`config.mk`:
```
export PLATFORM = sky130hd
export DESIGN_NAME = gpio_port_register_bank_top
export DESIGN_NICKNAME = d
export VERILOG_FILES = /design/src/rtl/core/gpb_pkg.sv /design/src/rtl/core/gpb_port_bank.sv /design/src/rtl/core/gpio_port_register_bank_top.sv
export SDC_FILE = /design/constraint.sdc
export NUM_CORES = 1
export LEC_CHECK = 0
export BUFFER_PORTS_ARGS = -buffer_cell sky130_fd_sc_hd__buf_4
export CAP_MARGIN = 20
export CORE_MARGIN = 1
export CORE_UTILIZATION = 55
export CTS_BUF_LIST = sky130_fd_sc_hd__clkbuf_2
export DETAILED_ROUTE_END_ITERATION = 12
export PLACE_DENSITY_LB_ADDON = 0.12
export SLEW_MARGIN = 20
export SYNTH_ARGS = -nofsm -noshare
export SYNTH_HDL_FRONTEND = slang
export SYNTH_SLANG_ARGS = --single-unit
```
`constraint.sdc`:
```
create_clock -name clk -period 8.84 [get_ports clk]
set_input_delay 0.884 -clock clk [delete_from_list [all_inputs] [get_ports clk]]
set_output_delay 0.884 -clock clk [all_outputs]
set_load 0.01 [all_outputs]
```
`src/rtl/core/gpb_pkg.sv`:
```
// Shared types and constants for the GPIO port register bank.
package gpb_pkg;

  localparam int ADDR_W     = 14;
  localparam int SLOT_W     = 10;
  localparam int PORT_SEL_W = 3;
  localparam int PINS       = 16;
  localparam int WORD_W     = 32;
  localparam int SIZE_W     = 3;

  localparam int NUM_PORTS_DEF         = 4;
  localparam int PORT_REGION_START_DEF = 2048;

  localparam logic [WORD_W-1:0] MODE_RESET   = 32'h4444_4444;
  localparam logic [PINS-1:0]   LEVELS_RESET = 16'hffff;

  typedef enum logic [1:0] {
    KIND_READ  = 2'd0,
    KIND_WRITE = 2'd1,
    KIND_PINS  = 2'd2,
    KIND_NONE  = 2'd3
  } kind_t;

  localparam logic [SLOT_W-1:0] REG_MODE_LO  = 10'h000;
  localparam logic [SLOT_W-1:0] REG_MODE_HI  = 10'h004;
  localparam logic [SLOT_W-1:0] REG_INPUT    = 10'h008;
  localparam logic [SLOT_W-1:0] REG_LATCH    = 10'h00c;
  localparam logic [SLOT_W-1:0] REG_SETRESET = 10'h010;
  localparam logic [SLOT_W-1:0] REG_CLEAR    = 10'h014;
  localparam logic [SLOT_W-1:0] REG_LOCK     = 10'h018;

  localparam logic [SIZE_W-1:0] SIZE_BYTE = 3'd1;
  localparam logic [SIZE_W-1:0] SIZE_HALF = 3'd2;

  // Decoded request handed to the register bank
  typedef struct packed {
    logic                  wr;
    logic                  pin;
    logic [PORT_SEL_W-1:0] port;
    logic [SLOT_W-1:0]     roff;
  } bank_req_t;

endpackage

```
`src/rtl/core/gpb_port_bank.sv`:
```
// Per-port register storage, update logic and read selection.
module gpb_port_bank import gpb_pkg::*; #(
  parameter int NUM_PORTS = NUM_PORTS_DEF
) (
  input  logic              clk,
  input  logic              rst,
  input  bank_req_t         req,
  input  logic [WORD_W-1:0] write_data,
  input  logic [PINS-1:0]   pin_levels,
  output logic [WORD_W-1:0] rd_word
);

  logic [WORD_W-1:0] mode_lo   [NUM_PORTS];
  logic [WORD_W-1:0] mode_hi   [NUM_PORTS];
  logic [PINS-1:0]   latch     [NUM_PORTS];
  logic [WORD_W-1:0] lock      [NUM_PORTS];
  logic [PINS-1:0]   levels    [NUM_PORTS];
  logic [WORD_W-1:0] port_word [NUM_PORTS];

  for (genvar p = 0; p < NUM_PORTS; p++) begin : g_port
    logic            sel;
    logic [PINS-1:0] drive;
    logic [PINS-1:0] view;

    assign sel = (req.port == PORT_SEL_W'(p));

    always_ff @(posedge clk) begin
      if (rst) begin
        mode_lo[p] <= MODE_RESET;
        mode_hi[p] <= MODE_RESET;
        latch[p]   <= '0;
        lock[p]    <= '0;
        levels[p]  <= LEVELS_RESET;
      end else if (req.wr && sel) begin
        case (req.roff)
          REG_MODE_LO:  mode_lo[p] <= write_data;
          REG_MODE_HI:  mode_hi[p] <= write_data;
          REG_LATCH:    latch[p]   <= write_data[PINS-1:0];
          REG_SETRESET: latch[p]   <= (latch[p] | write_data[PINS-1:0])
                                      & ~write_data[WORD_W-1:PINS];
          REG_CLEAR:    latch[p]   <= latch[p] & ~write_data[PINS-1:0];
          REG_LOCK:     lock[p]    <= write_data;
          default:      ;
        endcase
      end else if (req.pin && sel) begin
        levels[p] <= pin_levels;
      end
    end

    // A pin drives when the low two bits of its mode nibble are nonzero
    always_comb begin
      for (int i = 0; i < PINS / 2; i++) begin
        drive[i]            = |mode_lo[p][4*i +: 2];
        drive[i + PINS / 2] = |mode_hi[p][4*i +: 2];
      end
    end

    assign view = (latch[p] & drive) | (levels[p] & ~drive);

    always_comb begin
      case (req.roff)
        REG_MODE_LO: port_word[p] = mode_lo[p];
        REG_MODE_HI: port_word[p] = mode_hi[p];
        REG_INPUT:   port_word[p] = {{(WORD_W-PINS){1'b0}}, view};
        REG_LATCH:   port_word[p] = {{(WORD_W-PINS){1'b0}}, latch[p]};
        REG_LOCK:    port_word[p] = lock[p];
        default:     port_word[p] = '0;
      endcase
    end
  end

  always_comb begin
    rd_word = '0;
    for (int p = 0; p < NUM_PORTS; p++) begin
      if (req.port == PORT_SEL_W'(p)) rd_word = rd_word | port_word[p];
    end
  end

endmodule

```
`src/rtl/core/gpio_port_register_bank_top.sv`:
```
// Top level of the GPIO port register bank: input stage, decode, result register.
//
// Items arrive on the input channel (in_valid/in_ready) as a kind, a byte
// address, an access size, write data and pin levels. Kind read returns the
// addressed register, lane-selected by access size; kind write updates the
// mode words, output latch (direct, set/reset, clear) or lock word; kind pin
// update loads the external levels of the addressed port. Every item gives
// exactly one result on the output channel (out_valid/out_ready); it is zero
// for anything but a read that hits a port register.
// An accepted item is held in the input register, where it is decoded and
// applied, and its result is then registered in the output register;
// throughput is one item per cycle while the receiver keeps out_ready high,
// set by the single decode-and-update pass.
// Reset returns every port to mode 0x44444444, latch and lock zero and pin
// levels all ones, and empties both stages. When the receiver stalls, the
// result holds in the output register, one more item waits in the input
// register and in_ready drops after that.
module gpio_port_register_bank_top import gpb_pkg::*; #(
  parameter int NUM_PORTS         = NUM_PORTS_DEF,
  parameter int PORT_REGION_START = PORT_REGION_START_DEF
) (
  input  logic              clk,
  input  logic              rst,
  input  logic              in_valid,
  output logic              in_ready,
  input  logic [1:0]        kind,
  input  logic [ADDR_W-1:0] address,
  input  logic [SIZE_W-1:0] access_size,
  input  logic [WORD_W-1:0] write_data,
  input  logic [PINS-1:0]   pin_levels,
  output logic              out_valid,
  input  logic              out_ready,
  output logic [WORD_W-1:0] read_data
);

  localparam logic [ADDR_W-1:0]     REGION_BASE = ADDR_W'(PORT_REGION_START);
  localparam logic [PORT_SEL_W+1:0] PORT_LIMIT  = (PORT_SEL_W+2)'(NUM_PORTS);

  logic              s1_valid;
  kind_t             s1_kind;
  logic [ADDR_W-1:0] s1_address;
  logic [SIZE_W-1:0] s1_size;
  logic [WORD_W-1:0] s1_wdata;
  logic [PINS-1:0]   s1_pins;

  logic                      adv;
  logic                      s1_fire;
  logic [ADDR_W-1:0]         addr_rel;
  logic [ADDR_W-SLOT_W-1:0]  port_raw;
  logic                      s1_hit;
  bank_req_t                 req;
  logic [WORD_W-1:0]         rd_word;
  logic [WORD_W-1:0]         lane_word;
  logic [WORD_W-1:0]         read_data_next;

  assign adv      = !out_valid || out_ready;
  assign s1_fire  = s1_valid && adv;
  assign in_ready = !s1_valid || adv;

  always_ff @(posedge clk) begin
    if (rst) begin
      s1_valid <= 1'b0;
    end else if (in_ready) begin
      s1_valid <= in_valid;
    end
  end

  // Payload needs no reset; load on acceptance
  always_ff @(posedge clk) begin
    if (in_valid && in_ready) begin
      s1_kind    <= kind_t'(kind);
      s1_address <= address;
      s1_size    <= access_size;
      s1_wdata   <= write_data;
      s1_pins    <= pin_levels;
    end
  end

  assign addr_rel = s1_address - REGION_BASE;
  assign port_raw = addr_rel[ADDR_W-1:SLOT_W];
  assign s1_hit   = (s1_address >= REGION_BASE)
                    && ({{(PORT_SEL_W+2-(ADDR_W-SLOT_W)){1'b0}}, port_raw} < PORT_LIMIT);

  always_comb begin
    req.wr   = s1_fire && s1_hit && (s1_kind == KIND_WRITE);
    req.pin  = s1_fire && s1_hit && (s1_kind == KIND_PINS);
    req.port = port_raw[PORT_SEL_W-1:0];
    req.roff = addr_rel[SLOT_W-1:0];
  end

  gpb_port_bank #(
    .NUM_PORTS (NUM_PORTS)
  ) u_bank (
    .clk        (clk),
    .rst        (rst),
    .req        (req),
    .write_data (s1_wdata),
    .pin_levels (s1_pins),
    .rd_word    (rd_word)
  );

  // Byte reads pick the addressed lane, halfword reads the low half
  always_comb begin
    case (s1_size)
      SIZE_BYTE: lane_word = {24'd0, 8'(rd_word >> {req.roff[1:0], 3'b000})};
      SIZE_HALF: lane_word = {16'd0, rd_word[15:0]};
      default:   lane_word = rd_word;
    endcase
    read_data_next = (s1_hit && (s1_kind == KIND_READ)) ? lane_word : '0;
  end

  always_ff @(posedge clk) begin
    if (rst) begin
      out_valid <= 1'b0;
    end else if (adv) begin
      out_valid <= s1_valid;
    end
  end

  always_ff @(posedge clk) begin
    if (s1_fire) begin
      read_data <= read_data_next;
    end
  end

  a_stall_only_when_full: assert property (@(posedge clk) disable iff (rst)
    !in_ready |-> (s1_valid && out_valid && !out_ready))
    else $error("input stalled while a stage was free");

  a_nonread_zero: assert property (@(posedge clk) disable iff (rst)
    (s1_fire && s1_kind != KIND_READ) |=> (out_valid && read_data == '0))
    else $error("non-read item gave a nonzero result");

  a_miss_zero: assert property (@(posedge clk) disable iff (rst)
    (s1_fire && !s1_hit) |=> (read_data == '0))
    else $error("access outside the ports gave a nonzero result");

  a_no_update_without_fire: assert property (@(posedge clk) disable iff (rst)
    (req.wr || req.pin) |-> (s1_valid && adv && s1_hit))
    else $error("register update without an item in flight");

endmodule

```
After elaboration in Yosys (flattened, before gate mapping)
Memory sizes are Yosys's and may differ from the RTL's. Index checks and enable logic that the tools add are counted. W data, S select, Z words.

Reductions and logical operators: 86. Bitwise operators: 61. Add/sub/neg operators: 1. Muxes and demuxes: 133. Eq/ne operators: 13. $lt $le $gt $ge: 2. Shift operators: 1.

Operator list (number): $pmux W32 S5 (4); $mux W32 (16); $and A16 B16 Y16 (16); $mux W16 (16); $or A16 B16 Y16 (8); $reduce_or A2 Y1 (64); $mux W1 (96); $not A16 Y16 (6); $or A32 B32 Y32 (3); $pmux W32 S2 (1); $shr A32 B5 Y8 (1); $eq A10 B5 Y1 const B (3); $or A1 B1 Y1 (28); $eq A10 B4 Y1 const B (2); $logic_and A1 B1 Y1 (15); $ge A14 B12 Y1 const B (1); $sub A14 B12 Y14 const B (1); $eq A10 B3 Y1 const B (1); $logic_not A10 Y1 (1); $eq A3 B2 Y1 const B (3); $eq A3 B1 Y1 const B (2); $lt A4 B3 Y1 const B (1); $logic_not A3 Y1 (1); $eq A2 B1 Y1 const B (1); other kinds (4) (6).

Input bits: 71. Memories kept: 5. Flip-flop bits (word level): 101. Memory bits (writable): 512. Logic and storage cells: 310. Output and inout bits: 34.

Memories: u_bank.lock (words 4, width 32, read ports 4, clocked after Yosys merged registers in 0, wr ports 4, RTL line gpb_port_bank.sv:16) `logic [WORD_W-1:0] lock [NUM_PORTS];`; u_bank.mode_hi (words 4, width 32, read ports 4, clocked after Yosys merged registers in 0, wr ports 4, RTL line gpb_port_bank.sv:14) `logic [WORD_W-1:0] mode_hi [NUM_PORTS];`; u_bank.mode_lo (words 4, width 32, read ports 4, clocked after Yosys merged registers in 0, wr ports 4, RTL line gpb_port_bank.sv:13) `logic [WORD_W-1:0] mode_lo [NUM_PORTS];`; u_bank.latch (words 4, width 16, read ports 4, clocked after Yosys merged registers in 0, wr ports 4, RTL line gpb_port_bank.sv:15) `logic [PINS-1:0] latch [NUM_PORTS];`; u_bank.levels (words 4, width 16, read ports 4, clocked after Yosys merged registers in 0, wr ports 4, RTL line gpb_port_bank.sv:17) `logic [PINS-1:0] levels [NUM_PORTS];`.

Longest topological paths before layout
Depth in word-level cells: 14. Gate-level depth with buffers: 11. Depth with buffers taken out: 8.

Cells and area by module
From an unflattened synthesis, not the netlist that was laid out.

Cells, all modules: 2322. Area total of the unflattened synthesis: 29555.8 sq um.

Modules (own cells, without submodules): gpb_port_bank (area an instance 25598.3 sq um, times used 1, seq. area each 15374.7 sq um, cells an instance 2122); gpio_port_register_bank_top (area an instance 3957.5 sq um, times used 1, seq. area each 3012.9 sq um, cells an instance 200).

Worst setup path before layout
No wires, ideal clock.

Path kind: in2reg. Start: input port out_ready. End: memory u_bank.levels[0][0] (enable). Required time: 8.448 ns. Stages on the path: 6. Buffers on the path: 1. Arrival time: 4.076 ns. Setup time: 0.392 ns. Slack: 4.372 ns. Cell sequence: nor2b_1 > nor2b_1 > nand2_1 > or4_4 > buf_2 > o21bai_1.

RTL lines: from (decl) (RTL line gpio_port_register_bank_top.sv:32) `input logic out_ready,`; to (decl) (RTL line gpb_port_bank.sv:17).

==> flow_summary.html <==
<table>
<tr><th>Metric</th><th>Value</th></tr>
<tr><th colspan="2">Run status</th></tr>
<tr><td>Status</td><td>complete, no violations</td></tr>
<tr><th colspan="2">Die</th></tr>
<tr><td>Placeable core region</td><td>0.0515 mm²</td></tr>
<tr><td>Standard-cell rows</td><td>83</td></tr>
<tr><td>Number of top-level pins</td><td>105</td></tr>
<tr><td>Initial cell density of the core</td><td>55.9%</td></tr>
<tr><td>Overall die area</td><td>0.0533 mm²</td></tr>
<tr><td>Floorplan die width</td><td>231 µm</td></tr>
<tr><td>Die span in y</td><td>231 µm</td></tr>
<tr><th colspan="2">Layout</th></tr>
<tr><td>Sequential cell area in the final layout</td><td>0.0184 mm²</td></tr>
<tr><td>Layout cells sized above 1</td><td>20.9%</td></tr>
<tr><td>Area of combinational cells with multiple inputs</td><td>0.00961 mm²</td></tr>
<tr><td>Fill cell total of the finished layout</td><td>4099</td></tr>
<tr><td>Area added between synthesis and finish</td><td>12.9%</td></tr>
<tr><td>Number of nets in the layout</td><td>2498</td></tr>
<tr><td>Most common cell after layout, fill and taps aside</td><td>sky130_fd_sc_hd__edfxtp_1</td></tr>
<tr><td>Most frequent cells in the layout</td><td>611 x sky130_fd_sc_hd__edfxtp_1, 243 x sky130_fd_sc_hd__nor4_1, 225 x sky130_fd_sc_hd__clkbuf_2</td></tr>
<tr><th colspan="2">Power and ir drop</th></tr>
<tr><td>Worst IR drop on VDD</td><td>0.108 mV</td></tr>
<tr><td>Leakage dissipation</td><td>10.3 nW</td></tr>
<tr><td>Total power density per cell area</td><td>177 mW/mm²</td></tr>
<tr><th colspan="2">Setup path</th></tr>
<tr><td>Startpoint type of the worst setup path</td><td>register</td></tr>
<tr><td>Critical Setup Path Class</td><td>register to register</td></tr>
<tr><td>Beginning of the worst register-to-register path</td><td>s1_address[11]$_DFFE_PP_</td></tr>
<tr><td>Register-to-register setup slack</td><td>4240 ps</td></tr>
<tr><td>Startpoint of the worst setup timing path</td><td>s1_address[11]$_DFFE_PP_</td></tr>
<tr><td>Logic depth of the worst register-to-register path</td><td>7</td></tr>
<tr><td>Reg-to-Reg End</td><td>u_bank.latch[2][14]$_SDFFCE_PN0P_</td></tr>
<tr><td>Critical Path Sink Type</td><td>register</td></tr>
<tr><td>Arrival time reported for the critical path endpoint</td><td>5630 ps</td></tr>
<tr><td>Data required, critical path</td><td>9870 ps</td></tr>
<tr><td>Maximum net fanout on the critical path</td><td>17</td></tr>
<tr><th colspan="2">Timing</th></tr>
<tr><td>Crit share post-route</td><td>52.0%</td></tr>
<tr><td>Hold Slack</td><td>132 ps</td></tr>
<tr><td>Total of endpoints with negative setup slack in the final report</td><td>0</td></tr>
<tr><td>Pins over their slew limit</td><td>0</td></tr>
<tr><td>Max Fclk</td><td>218 MHz</td></tr>
<tr><td>Worst-Margin Slew</td><td>1250 ps</td></tr>
<tr><td>Setup clock skew after layout</td><td>89.3 ps</td></tr>
<tr><td>Worst-case headroom to the max-slew limit</td><td>16.4%</td></tr>
<tr><td>Number of hold-slack violations in the final timing report</td><td>0</td></tr>
<tr><td>Final period demand of the worst path</td><td>4600 ps</td></tr>
<tr><td>Unrepaired setup endpoints after global routing</td><td>no</td></tr>
<tr><td>Setup TNS</td><td>0 ps</td></tr>
<tr><th colspan="2">Worst hold path</th></tr>
<tr><td>Type of the most critical hold path</td><td>primary input to register</td></tr>
<tr><td>Hold Path Stages</td><td>2</td></tr>
<tr><td>Min-Delay Endpoint</td><td>out_valid$_SDFFE_PP0P_</td></tr>
<tr><td>Hold Startpoint</td><td>rst</td></tr>
<tr><th colspan="2">Logic synthesis</th></tr>
<tr><td>Cell count after synthesis</td><td>2281</td></tr>
<tr><td>Post-synthesis register bit count</td><td>613</td></tr>
<tr><td>Sequential-to-total area share from yosys stat</td><td>63.9%</td></tr>
<tr><td>Ranking of synthesized cells by area</td><td>sky130_fd_sc_hd__edfxtp_1 64%, sky130_fd_sc_hd__nor4_1 5.3%, sky130_fd_sc_hd__mux2i_1 3.9%</td></tr>
<tr><td>Area leader, netlist</td><td>sky130_fd_sc_hd__edfxtp_1</td></tr>
<tr><td>Yosys synthesis warning count</td><td>0</td></tr>
<tr><td>Area fraction of the dominant cell type after synthesis</td><td>63.7%</td></tr>
<tr><td>Netlist cell types</td><td>61</td></tr>
<tr><td>Post-Syn Nets</td><td>2354</td></tr>
<tr><td>Area of the mapped netlist</td><td>0.0288 mm²</td></tr>
<tr><td>EDFF count, synth</td><td>611</td></tr>
<tr><td>Syn_area_per_cell</td><td>12.6 µm²</td></tr>
<tr><td>Share of flip-flops with an asynchronous set or reset</td><td>0%</td></tr>
<tr><td>Most used DFF post-synth</td><td>sky130_fd_sc_hd__edfxtp_1</td></tr>
<tr><th colspan="2">Global routing</th></tr>
<tr><td>Number of global-route vias before repair</td><td>21171</td></tr>
<tr><td>Number of antenna violations at the first check in global routing</td><td>3</td></tr>
<tr><td>First-pass GRT wire length</td><td>141 mm</td></tr>
<tr><td>Total track usage</td><td>37.0%</td></tr>
<tr><td>Pin count of the biggest net entering global routing</td><td>177</td></tr>
<tr><td>GRT overflow</td><td>0</td></tr>
<tr><th colspan="2">Route</th></tr>
<tr><td>Count of TritonRoute iterations in the first routing pass</td><td>7</td></tr>
<tr><td>Count of nets left with antenna violations after detail routing</td><td>0</td></tr>
<tr><td>Via count</td><td>22427</td></tr>
<tr><td>Routed wire length</td><td>98.5 mm</td></tr>
<tr><td>Starting DRC count in detailed routing</td><td>3209</td></tr>
<tr><td>Number of remaining DRC errors</td><td>0</td></tr>
<tr><td>Vias per cell</td><td>6.97</td></tr>
<tr><td>DR WL/cell</td><td>30.6 µm</td></tr>
<tr><th colspan="2">Job</th></tr>
<tr><td>Count of maximum capacitance violations</td><td>0</td></tr>
<tr><th colspan="2">Clock tree</th></tr>
<tr><td>Number of CTS-inserted buffers</td><td>154</td></tr>
<tr><td>Number of resized instances in the post-cts repair step</td><td>0</td></tr>
<tr><td>Clock sink total</td><td>613</td></tr>
<tr><td>Worst-path clk slew</td><td>100 ps</td></tr>
<tr><td>H-tree level count</td><td>4</td></tr>
<tr><td>Clock tree root buffer cell</td><td>sky130_fd_sc_hd__clkbuf_2</td></tr>
<tr><td>Post-CTS setup repair buffer count</td><td>0</td></tr>
<tr><td>Maximum buffer depth of the clock tree</td><td>3</td></tr>
<tr><td>Worst-Skew Late Latency</td><td>1450 ps</td></tr>
<tr><td>Clock tree from TritonCTS</td><td>done</td></tr>
<tr><th colspan="2">Place</th></tr>
<tr><td>Quantity of I/O buffers inserted on ports</td><td>104</td></tr>
<tr><td>GPL Wtd Cong</td><td>0.945</td></tr>
<tr><td>Final HPWL DP</td><td>61.4 mm</td></tr>
</table>
-- worst max-delay path by stage --
| stage | end | slack (ps) | depth (start not counted) |
|---|---|---|---|
| after floorplan | u_bank.levels[0][0]$_SDFFCE_PN1P_ | 4370 | 6 |
| after global placement | u_bank.lock[1][28]$_SDFFCE_PN0P_ | 4250 | 8 |
| after detailed placement | u_bank.lock[1][25]$_SDFFCE_PN0P_ | 4160 | 8 |
| after CTS | u_bank.lock[1][3]$_SDFFCE_PN0P_ | 4110 | 8 |
| after global routing | u_bank.lock[2][25]$_SDFFCE_PN0P_ | 3910 | 8 |
| final | u_bank.latch[2][14]$_SDFFCE_PN0P_ | 4240 | 7 |
-- kinds of logic (layout without fill, tap and decap cells) --
kind of cell,Yosys count,count (layout),share of synthesized area (%)
flip-flops,613,613,63.9
AO/OA/AOI/OAI,404,404,9.68
AND/OR/NAND/NOR,802,802,15.7
buffers and inverters,274,520,3.67
other,0,9,0
adder cells (fa/ha/maj),2,2,0.0869
multiplexers,184,184,6.98
XOR/XNOR,2,2,0.0609
-- sequential cells by signal (all words and copies together), names as in the netlist, 2 cells and up --
register	count
u_bank.lock	128
u_bank.mode_hi	128
u_bank.mode_lo	128
u_bank.latch	64
u_bank.levels	64
read_data	32
s1_wdata	32
s1_pins	16
s1_address	14
s1_size	3
s1_kind	2
-- what timing repair did --
item                                   in CTS  in global routing
hold buffers                               70                  0
setup endpoints to repair                   0                  0
endpoints found under the hold margin      69                  0
-- metal layers --
metal,wire length (µm),GRT usage (%)
met5,0,0
met4,6020,21.4
met3,11400,8.88
met2,45000,56.6
met1,36000,48.3
-- critical path: stages, from the launching register on --
cell and delay (ps):
sky130_fd_sc_hd__edfxtp_1 770, sky130_fd_sc_hd__inv_1 140, sky130_fd_sc_hd__ha_1 480, sky130_fd_sc_hd__and2_1 290
sky130_fd_sc_hd__nand2_1 240, sky130_fd_sc_hd__nor2_1 350, sky130_fd_sc_hd__nand3_1 790, sky130_fd_sc_hd__nand2b_1 1180
-- per-stage QoR --
stage	cells	total power, W	worst slack (ps)	utilization (%)	cell area [µm²]
finish	3216	0.00574	4240	63.1	32500
detailed placement	2874	0.00387	4160	58.9	30300
global route	3211	0.00591	3910	63.1	32500
global placement	2864	0.00385	4250	58.3	30000
floorplan	2281	0.00365	4370	-	28800
CTS	3202	0.00573	4110	62.8	32300
-- cells in the mapped netlist (all sizes together) (7+ instances only) --
cell type and number:
nor2 72, inv 35, o21a 17, o21ai 31
a211oi 10, edfxtp 611, o22ai 83, mux2i 112
or2 20, a31oi 18, o21bai 19, a22oi 98
mux2 65, nor2b 13, o211ai 47, mux4 7
o311a 15, a22o 16, buf 35, nor3 223
nor4 247, nand2 89, clkbuf 203, or3 21
nor3b 34, nand2b 50, a21oi 44
-- where the power goes --
| part | switching [W] | internal, W | leakage, nW | total, W |
|---|---|---|---|---|
| logic | 0.000333 | 0.000165 | 3.43 | 0.000498 |
| registers | 0.0000710 | 0.00329 | 5.89 | 0.00336 |
| clock network | 0.00116 | 0.000728 | 1.02 | 0.00189 |
| total | 0.00156 | 0.00418 | 10.3 | 0.00574 |
-- final cells by class --
type / instances / share of cell area (%)
clock inverter: 33 / 0.558
tap: 680 / 2.62
antenna: 9 / 0.0693
sequential: 613 / 56.6
clock buffer: 225 / 3.47
inverter: 36 / 0.416
multi-input combinational: 1394 / 29.6
timing repair buffer: 226 / 6.69
No activity file was read; power rests on OpenSTA's default activity.
